<file path="src/design/gss_pkg.sv">
package gss_pkg;

    localparam int GRID_SIDE_DEF = 4;
    localparam int CELL_W        = 4;
    localparam int NUM_CELLS     = 16;
    localparam int PULSE_W       = 16;
    localparam int CFG_DATA_W    = 16;
    localparam int CFG_IDX_W     = 2;
    localparam int CTRL_W        = 9;
    localparam int CELL_SUM_W    = 8;

    localparam logic [PULSE_W-1:0] PULSE_LEN_RST = 16'd48;

    // control level bit positions
    localparam int B_RUN       = 0;
    localparam int B_RESET     = 1;
    localparam int B_RIGHT     = 2;
    localparam int B_LEFT      = 3;
    localparam int B_DOWN      = 4;
    localparam int B_UP        = 5;
    localparam int B_RANDOM    = 6;
    localparam int B_REPEAT    = 7;
    localparam int B_RANDOMIZE = 8;

    localparam logic [CFG_IDX_W-1:0] CFG_GATE_MODE  = 2'd0;
    localparam logic [CFG_IDX_W-1:0] CFG_PITCH_IGN  = 2'd1;
    localparam logic [CFG_IDX_W-1:0] CFG_PULSE_LEN  = 2'd2;

    typedef enum logic [1:0] {
        GM_TRIGGER    = 2'd0,
        GM_RETRIGGER  = 2'd1,
        GM_CONTINUOUS = 2'd2
    } t_gate_mode;

    typedef enum logic [1:0] {
        DIR_RIGHT = 2'd0,
        DIR_LEFT  = 2'd1,
        DIR_DOWN  = 2'd2,
        DIR_UP    = 2'd3
    } t_dir;

    typedef struct packed {
        logic                 run_level;
        logic                 reset_level;
        logic                 right_level;
        logic                 left_level;
        logic                 down_level;
        logic                 up_level;
        logic                 random_move_level;
        logic                 repeat_level;
        logic                 randomize_gates_level;
        logic [NUM_CELLS-1:0] cell_toggle_levels;
        logic [1:0]           random_direction;
        logic [NUM_CELLS-1:0] random_gate_mask;
    } t_in_item;

    typedef struct packed {
        logic              gate_out;
        logic [CELL_W-1:0] current_cell;
        logic              pitch_refresh;
        logic              running_flag;
    } t_out_item;

    typedef struct packed {
        logic step;
        logic load_mask;
    } t_step_ctl;

endpackage

</file>
<file path="src/design/gss_ctrl.sv">
module gss_ctrl #(
    parameter int GRID_SIDE = gss_pkg::GRID_SIDE_DEF
) (
    input  logic                        i_clk,
    input  logic                        i_rst_n,
    input  logic                        i_accept,
    input  gss_pkg::t_in_item           i_item,
    output gss_pkg::t_step_ctl          o_ctl,
    output logic                        o_running,
    output logic [gss_pkg::CELL_W-1:0]  o_cell
);

    localparam int PW = (GRID_SIDE > 2) ? $clog2(GRID_SIDE) : 1;
    localparam logic [PW-1:0] POS_MAX = PW'(GRID_SIDE - 1);

    logic [gss_pkg::CTRL_W-1:0] r_prev, n_prev;
    logic                       r_running, n_running;
    logic [PW-1:0]              r_col, n_col;
    logic [PW-1:0]              r_row, n_row;
    logic [gss_pkg::CELL_W-1:0] r_cell, n_cell;

    logic [gss_pkg::CTRL_W-1:0]     lv;
    logic [gss_pkg::CTRL_W-1:0]     rise;
    logic [gss_pkg::CELL_SUM_W-1:0] cell_sum;
    logic                           step;
    logic                           load_mask;

    always_comb begin
        lv[gss_pkg::B_RUN]       = i_item.run_level;
        lv[gss_pkg::B_RESET]     = i_item.reset_level;
        lv[gss_pkg::B_RIGHT]     = i_item.right_level;
        lv[gss_pkg::B_LEFT]      = i_item.left_level;
        lv[gss_pkg::B_DOWN]      = i_item.down_level;
        lv[gss_pkg::B_UP]        = i_item.up_level;
        lv[gss_pkg::B_RANDOM]    = i_item.random_move_level;
        lv[gss_pkg::B_REPEAT]    = i_item.repeat_level;
        lv[gss_pkg::B_RANDOMIZE] = i_item.randomize_gates_level;
    end

    // moves apply in a fixed order, each one on top of the previous
    always_comb begin
        rise      = lv & ~r_prev;
        n_running = r_running ^ rise[gss_pkg::B_RUN];
        n_prev    = {r_prev[gss_pkg::CTRL_W-1:2], lv[1:0]};
        n_col     = r_col;
        n_row     = r_row;
        step      = 1'b0;
        load_mask = 1'b0;
        if (rise[gss_pkg::B_RESET]) begin
            n_col = '0;
            n_row = '0;
            step  = 1'b1;
        end
        if (n_running) begin
            n_prev[gss_pkg::CTRL_W-1:2] = lv[gss_pkg::CTRL_W-1:2];
            load_mask = rise[gss_pkg::B_RANDOMIZE];
            if (rise[gss_pkg::B_REPEAT]) begin
                step = 1'b1;
            end
            if (rise[gss_pkg::B_RANDOM]) begin
                step = 1'b1;
                case (i_item.random_direction)
                    gss_pkg::DIR_RIGHT: n_col = (n_col >= POS_MAX) ? '0 : n_col + 1'b1;
                    gss_pkg::DIR_LEFT:  n_col = (n_col == '0) ? POS_MAX : n_col - 1'b1;
                    gss_pkg::DIR_DOWN:  n_row = (n_row >= POS_MAX) ? '0 : n_row + 1'b1;
                    default:            n_row = (n_row == '0) ? POS_MAX : n_row - 1'b1;
                endcase
            end
            if (rise[gss_pkg::B_RIGHT]) begin
                step  = 1'b1;
                n_col = (n_col >= POS_MAX) ? '0 : n_col + 1'b1;
            end
            if (rise[gss_pkg::B_LEFT]) begin
                step  = 1'b1;
                n_col = (n_col == '0) ? POS_MAX : n_col - 1'b1;
            end
            if (rise[gss_pkg::B_DOWN]) begin
                step  = 1'b1;
                n_row = (n_row >= POS_MAX) ? '0 : n_row + 1'b1;
            end
            if (rise[gss_pkg::B_UP]) begin
                step  = 1'b1;
                n_row = (n_row == '0) ? POS_MAX : n_row - 1'b1;
            end
        end
        cell_sum = gss_pkg::CELL_SUM_W'(n_col)
                 + gss_pkg::CELL_SUM_W'(n_row) * gss_pkg::CELL_SUM_W'(GRID_SIDE);
        n_cell   = step ? cell_sum[gss_pkg::CELL_W-1:0] : r_cell;
    end

    always_ff @(posedge i_clk) begin
        if (!i_rst_n) begin
            r_prev    <= '0;
            r_running <= 1'b1;
            r_col     <= '0;
            r_row     <= '0;
            r_cell    <= '0;
        end else if (i_accept) begin
            r_prev    <= n_prev;
            r_running <= n_running;
            r_col     <= n_col;
            r_row     <= n_row;
            r_cell    <= n_cell;
        end
    end

    assign o_ctl.step      = step;
    assign o_ctl.load_mask = load_mask;
    assign o_running       = n_running;
    assign o_cell          = n_cell;

`ifndef SYNTH
    a_cell_holds_idle: assert property (@(posedge i_clk) disable iff (!i_rst_n)
        !i_accept |=> $stable(r_cell) && $stable(r_running))
        else $error("cell or run state changed without a beat");
    a_stopped_no_load: assert property (@(posedge i_clk) disable iff (!i_rst_n)
        !n_running |-> !load_mask)
        else $error("gate mask load while stopped");
`endif

endmodule

</file>
<file path="src/design/gss_gate.sv">
module gss_gate (
    input  logic                          i_clk,
    input  logic                          i_rst_n,
    input  logic                          i_accept,
    input  gss_pkg::t_step_ctl            i_ctl,
    input  logic [gss_pkg::NUM_CELLS-1:0] i_mask,
    input  logic [gss_pkg::NUM_CELLS-1:0] i_toggles,
    input  logic [gss_pkg::PULSE_W-1:0]   i_pulse_len,
    output logic                          o_pulse,
    output logic [gss_pkg::NUM_CELLS-1:0] o_enables
);

    logic [gss_pkg::PULSE_W-1:0]   r_remain, n_remain;
    logic [gss_pkg::NUM_CELLS-1:0] r_enables, n_enables;
    logic [gss_pkg::NUM_CELLS-1:0] r_prev_tog;

    logic [gss_pkg::PULSE_W-1:0]   remain_v;
    logic                          pulse;

    always_comb begin
        remain_v = r_remain;
        // a new step stretches the pulse, never shortens it
        if (i_ctl.step && (i_pulse_len > r_remain)) begin
            remain_v = i_pulse_len;
        end
        pulse     = (remain_v != '0);
        n_remain  = remain_v - gss_pkg::PULSE_W'(pulse);
        n_enables = (i_ctl.load_mask ? i_mask : r_enables) ^ (i_toggles & ~r_prev_tog);
    end

    always_ff @(posedge i_clk) begin
        if (!i_rst_n) begin
            r_remain   <= '0;
            r_enables  <= '1;
            r_prev_tog <= '0;
        end else if (i_accept) begin
            r_remain   <= n_remain;
            r_enables  <= n_enables;
            r_prev_tog <= i_toggles;
        end
    end

    assign o_pulse   = pulse;
    assign o_enables = n_enables;

`ifndef SYNTH
    a_count_down: assert property (@(posedge i_clk) disable iff (!i_rst_n)
        (i_accept && !i_ctl.step && r_remain != '0) |=> r_remain == $past(r_remain) - 1'b1)
        else $error("pulse count did not decrement");
`endif

endmodule

</file>
<file path="src/design/grid_step_sequencer_core.sv">
// grid step sequencer, one sample tick per input beat
// input channel: i_in_valid / o_in_ready with a t_in_item payload of control
//   levels, per-cell toggle levels and the random direction and gate mask
// output channel: o_out_valid / i_out_ready with a t_out_item payload of gate,
//   current cell, pitch refresh and running flag
// config port: i_cfg_we writes i_cfg_data to register i_cfg_idx
//   (0 gate mode, 1 pitch ignores gate, 2 pulse length); other indexes ignored
// timing: a result beat is registered and appears in the cycle after its input beat is taken
// throughput: one beat per cycle while the output is not stalled; all the per-tick work is a single pass of
//   edge detect, position update and pulse logic ahead of the output register
// stall: the output register holds its beat while i_out_ready is low and
//   o_in_ready drops only when that register is full and not being drained
// reset (synchronous, active low): running, all gates enabled, cell zero,
//   no pulse, pulse length 48, trigger mode, output register empty
module grid_step_sequencer_core #(
    parameter int GRID_SIDE = gss_pkg::GRID_SIDE_DEF
) (
    input  logic                           i_clk,
    input  logic                           i_rst_n,
    input  logic                           i_in_valid,
    output logic                           o_in_ready,
    input  gss_pkg::t_in_item              i_in_data,
    output logic                           o_out_valid,
    input  logic                           i_out_ready,
    output gss_pkg::t_out_item             o_out_data,
    input  logic                           i_cfg_we,
    input  logic [gss_pkg::CFG_IDX_W-1:0]  i_cfg_idx,
    input  logic [gss_pkg::CFG_DATA_W-1:0] i_cfg_data
);

    logic [1:0]                    r_gate_mode;
    logic                          r_pitch_ign;
    logic [gss_pkg::PULSE_W-1:0]   r_pulse_len;
    logic                          r_out_valid;
    gss_pkg::t_out_item            r_out, n_out;

    logic                          accept;
    gss_pkg::t_step_ctl            ctl;
    logic                          running;
    logic [gss_pkg::CELL_W-1:0]    cur_cell;
    logic                          pulse;
    logic [gss_pkg::NUM_CELLS-1:0] enables;
    logic                          gate_on;

    assign o_in_ready = !r_out_valid || i_out_ready;
    assign accept     = i_in_valid && o_in_ready;

    always_ff @(posedge i_clk) begin
        if (!i_rst_n) begin
            r_gate_mode <= gss_pkg::GM_TRIGGER;
            r_pitch_ign <= 1'b0;
            r_pulse_len <= gss_pkg::PULSE_LEN_RST;
        end else if (i_cfg_we) begin
            case (i_cfg_idx)
                gss_pkg::CFG_GATE_MODE: r_gate_mode <= i_cfg_data[1:0];
                gss_pkg::CFG_PITCH_IGN: r_pitch_ign <= i_cfg_data[0];
                gss_pkg::CFG_PULSE_LEN: r_pulse_len <= i_cfg_data[gss_pkg::PULSE_W-1:0];
                default: ;
            endcase
        end
    end

    gss_ctrl #(
        .GRID_SIDE (GRID_SIDE)
    ) u_ctrl (
        .i_clk     (i_clk),
        .i_rst_n   (i_rst_n),
        .i_accept  (accept),
        .i_item    (i_in_data),
        .o_ctl     (ctl),
        .o_running (running),
        .o_cell    (cur_cell)
    );

    gss_gate u_gate (
        .i_clk       (i_clk),
        .i_rst_n     (i_rst_n),
        .i_accept    (accept),
        .i_ctl       (ctl),
        .i_mask      (i_in_data.random_gate_mask),
        .i_toggles   (i_in_data.cell_toggle_levels),
        .i_pulse_len (r_pulse_len),
        .o_pulse     (pulse),
        .o_enables   (enables)
    );

    // unused mode code behaves as continuous
    always_comb begin
        gate_on = running && enables[cur_cell];
        case (r_gate_mode)
            gss_pkg::GM_TRIGGER:   gate_on = gate_on && pulse;
            gss_pkg::GM_RETRIGGER: gate_on = gate_on && !pulse;
            default:               gate_on = gate_on;
        endcase
        n_out.gate_out      = gate_on;
        n_out.current_cell  = cur_cell;
        n_out.pitch_refresh = gate_on || r_pitch_ign;
        n_out.running_flag  = running;
    end

    always_ff @(posedge i_clk) begin
        if (!i_rst_n) begin
            r_out_valid <= 1'b0;
        end else if (o_in_ready) begin
            r_out_valid <= i_in_valid;
        end
    end

    always_ff @(posedge i_clk) begin
        if (accept) begin
            r_out <= n_out;
        end
    end

    assign o_out_valid = r_out_valid;
    assign o_out_data  = r_out;

`ifndef SYNTH
    a_beat_lands: assert property (@(posedge i_clk) disable iff (!i_rst_n)
        accept |=> o_out_valid)
        else $error("accepted beat did not reach the output register");
    a_ready_only_when_stalled: assert property (@(posedge i_clk) disable iff (!i_rst_n)
        !o_in_ready |-> (o_out_valid && !i_out_ready))
        else $error("input held off without an output stall");
    a_refresh_follows_gate: assert property (@(posedge i_clk) disable iff (!i_rst_n)
        o_out_valid && o_out_data.gate_out |-> o_out_data.pitch_refresh
            && o_out_data.running_flag)
        else $error("gate high without refresh or while stopped");
`endif

endmodule
</file>
<file path="config.mk">
export PLATFORM = sky130hd
export DESIGN_NAME = grid_step_sequencer_core
export DESIGN_NICKNAME = d
export VERILOG_FILES = /design/src/design/gss_pkg.sv /design/src/design/gss_ctrl.sv /design/src/design/gss_gate.sv /design/src/design/grid_step_sequencer_core.sv
export SDC_FILE = /design/constraint.sdc
export NUM_CORES = 1
export LEC_CHECK = 0
export BUFFER_PORTS_ARGS = -buffer_cell sky130_fd_sc_hd__buf_2
export CORE_MARGIN = 1
export CORE_UTILIZATION = 45
export DETAILED_ROUTE_END_ITERATION = 8
export GPL_TIMING_DRIVEN = 0
export PLACE_DENSITY = 0.67
export SYNTH_ARGS = -nofsm -noshare
export SYNTH_HDL_FRONTEND = slang
export SYNTH_HIERARCHICAL = 1
export SYNTH_SLANG_ARGS = --single-unit
</file>
<file path="constraint.sdc">
create_clock -name i_clk -period 7.64 [get_ports i_clk]
set_input_delay 0.382 -clock i_clk [delete_from_list [all_inputs] [get_ports i_clk]]
set_output_delay 0.382 -clock i_clk [all_outputs]
set_load 0.1 [all_outputs]
</file>
==> impl_results.md <==
- Critical path cell sequence: and2b_1 -> xnor2_2 -> inv_1 -> o31ai_1 -> and2_1 -> inv_1 -> buf_4 -> o41ai_1 -> a31oi_1 -> buf_2 -> buf_2 -> nor4_1 -> a31oi_1 -> ha_1 -> ha_1 -> nand2_1 -> nor4_1 -> a21oi_1 -> a31oi_1 -> o221ai_1 -> and2_1
- CP max stage cell: nor4_1
- Overall routing resource usage: 21.6%
- Largest net degree at the start of global routing: 17
- Synth cell types: 63
- Max Clk Rate: 204 MHz
- Clock Skew: 0.00741 ns
- CTS tree: done
- Max-capacitance violation count: 0
- GPL Wtd Cong: 0.875
- CTS sink cnt: 93
- Detailed Place HPWL: 10200 um
- Input/output buffers: 73
- Mean Syn Cell Area: 8.56 sq um
- Clock Path Buffers: 2
- Final setup fails: 0
- YS warnings: 6
- Final WS setup: 2.75 ns
- Place WS: 2.81 ns
- Fin crit period: 4.89 ns
- Crit Path Max Fanout: 10
- Initial DRC Count: 345
- Seq/Total Area, Yosys: 34.5%
- Ant diodes: 0
- Classification of the worst setup path: reg -> reg
- Post-CTS Setup Bufs: 0
- # H-tree levels: 3
- Worst Hold Depth: 3
- Row cnt: 40
- Area of the mapped netlist: 5600 sq um
- GR peak layer: met2
- Fin cells: 911
- Most frequent cells in the layout: nand2_1, dfxtp_1, buf_2
- Die height: 114 um
- Met3 global-route usage: 3.72%
- Slew Limit Fails: 0
- Final WL: 13300 um
- Vias in the first global route: 4694
- Initial antenna violation count: 0
- Most common cell on crit path: a31oi_1
- Slew headroom: 35.4%
- Placed cells: 895
- CTS Buf Count: 9
- CP Data Arrival Time: 5.14 ns
- Number of remaining DRC errors: 0
- Fillers: 1130
- Overall Power: 2.02 mW
- Synth top area share: 30.7%
- Hold WC Path Type: in -> reg
- Die width: 114 um
- Share of layout cells above drive strength 1: 15.6%
- Post-cts hold buffer count: 0
- Ys async rst share: 0%
- Status: finished, final reports clean
- Antenna-violating nets left: 0
- Post_cts resized: 0
- Drt pass-1 iters: 5
- Net Count, Synth: 741
- Global-route met1 utilization: 27.8%
- Peak supply drop: 0.137 mV
- CTS clk-pin slew, worst paths: 0.07 ns
- Setup TNS: 0 ns
- Dominant cell type by area after synthesis: dfxtp_1
- Crit. End Element: flop
- Wire per inst: 14.6 um
- Final period utilization: 64.1%
- Core Region: 12100 sq um
- RSZ-0062 raised after global routing: no
- Crit start category: flop
- Starting Density: 46.4%
- Area Growth Syn to Fin: 15.6%
- Largest cells by area after synthesis: dfxtp_1, mux2i_1, nand2_1, ha_1, nor2b_1
- CP top delay family: simple AND/OR/NAND/NOR gates
- Final hold violations: 0
- CP peak stage delay: 0.74 ns
- Leakage power: 2.66 nW
- Mapped Cells: 654
- Synth Flop Type: dfxtp_1
- Crit. path cell count: 21
- DIE AREA: 12900 sq um
- Global-route wire length before repair: 22100 um
- DR vias: 4879
- Clock insertion delay at the later pin of the skew report: 0.34 ns
- Worst-Margin Slew: 0.960 ns
- DR vias/cell: 5.36
- GR Overflow Total: 0
- Pwr Density: 312 nW/um^2
- Clock root buffer: clkbuf_16
- Grt met2 use: 36.6%
- R2R depth: 21
- Fin util: 53.7%
- Number of synthesized flops with an enable pin: 7
- I/O pins: 75
- CP required: 7.88 ns
- Most common cell after layout, fill and taps aside: nand2_1
- Yosys reg bits: 93
- CP bufs+invs: 5
- Nets@finish: 825
-- power breakdown --
part	leakage [nW]	switching, mW	internal [mW]
Combinational	1.75	0.587	0.364
Sequential	0.776	0.0559	0.563
Clock	0.142	0.195	0.254
Total	2.66	0.839	1.18
-- final cells by class --
| class | instances | area, sq um | share of cell area (%) |
|---|---|---|---|
| plain buffers | 36 | 161 | 2.49 |
| clock buffers | 9 | 225 | 3.48 |
| flip-flops and latches | 93 | 1930 | 29.8 |
| inverters | 27 | 101 | 1.57 |
| repair buffers | 73 | 365 | 5.64 |
| clock inverters | 7 | 71.3 | 1.10 |
| multi-input cells | 498 | 3410 | 52.6 |
| well taps | 168 | 210 | 3.25 |
-- metrics by stage --
step / hold slack [ns] / area [sq um]
6_report: 0.258 / 6470
5_1_grt: 0.264 / 6470
4_1_cts: 0.253 / 6470
3_5_place_dp: 0.441 / 6180
3_3_place_gp: 0.440 / 6180
2_1_floorplan: 0.431 / 5600
-- synth_stat cells, types with 2 or more instances --
library cell and count:
nor2b_1 40, xor2_1 10, nand3b_1 5, clkbuf_1 22, nor3_1 9, buf_2 9, mux4_2 2, o221ai_1 8
or4_4 2, ha_1 21, nand2b_1 8, and2_1 11, nor2_1 24, nor3_2 2, nor3b_1 5, nand4_1 6
o211a_1 2, nor4_1 9, a2bb2oi_1 4, o22ai_1 2, a21boi_0 12, a211oi_1 5, nand3_1 26, nand4b_1 2
edfxtp_1 7, and4b_1 2, xnor2_1 27, mux2i_1 63, dfxtp_1 86, inv_1 26, and3_1 4, nand2_1 87
o21ai_0 26, a21boi_1 4, a31oi_1 13, a21oi_1 33, buf_4 4
-- worst min-delay path: stages --
cell	delay [ns]
buf_2	0.07
nand2_1	0.04
nand3_1	0.07
-- registers in the layout, indices dropped and copies added (netlist names), 2 cells and up --
name,count
r_pulse_len,16
u_ctrl/r_prev,9
u_ctrl/r_cell,4
u_ctrl/r_col,2
u_gate/r_prev_tog,16
u_gate/r_enables,16
o_out_data,7
u_gate/r_remain,16
u_ctrl/r_row,2
r_gate_mode,2
-- final timing paths --
kind                                        from             endpoint  slack [ns]
worst min register to register  u_ctrl/r_prev[3]     u_ctrl/r_prev[3]        0.45
worst max register to register  u_ctrl/r_prev[0]  u_gate/r_remain[12]        2.75
worst min-delay path               i_cfg_data[4]       r_pulse_len[4]        0.26
worst max-delay path            u_ctrl/r_prev[0]  u_gate/r_remain[12]        2.75
-- kinds of logic after synthesis --
logic type | after synthesis | synth area share [%]
buf+inv | 63 | 4.69
simple gates | 251 | 23.6
compound gates | 123 | 14.4
xor+xnor | 38 | 6.08
mux | 65 | 12.1
fa+ha+maj | 21 | 4.69
flops | 93 | 34.5
-- metal layers --
layer / routed length, um / share of wire, %
met1: 6240 / 47
met2: 6340 / 48
met3: 552 / 4.1
met4: 195 / 1.5
met5: 0 / 0
No activity file was read; power rests on OpenSTA's default activity.
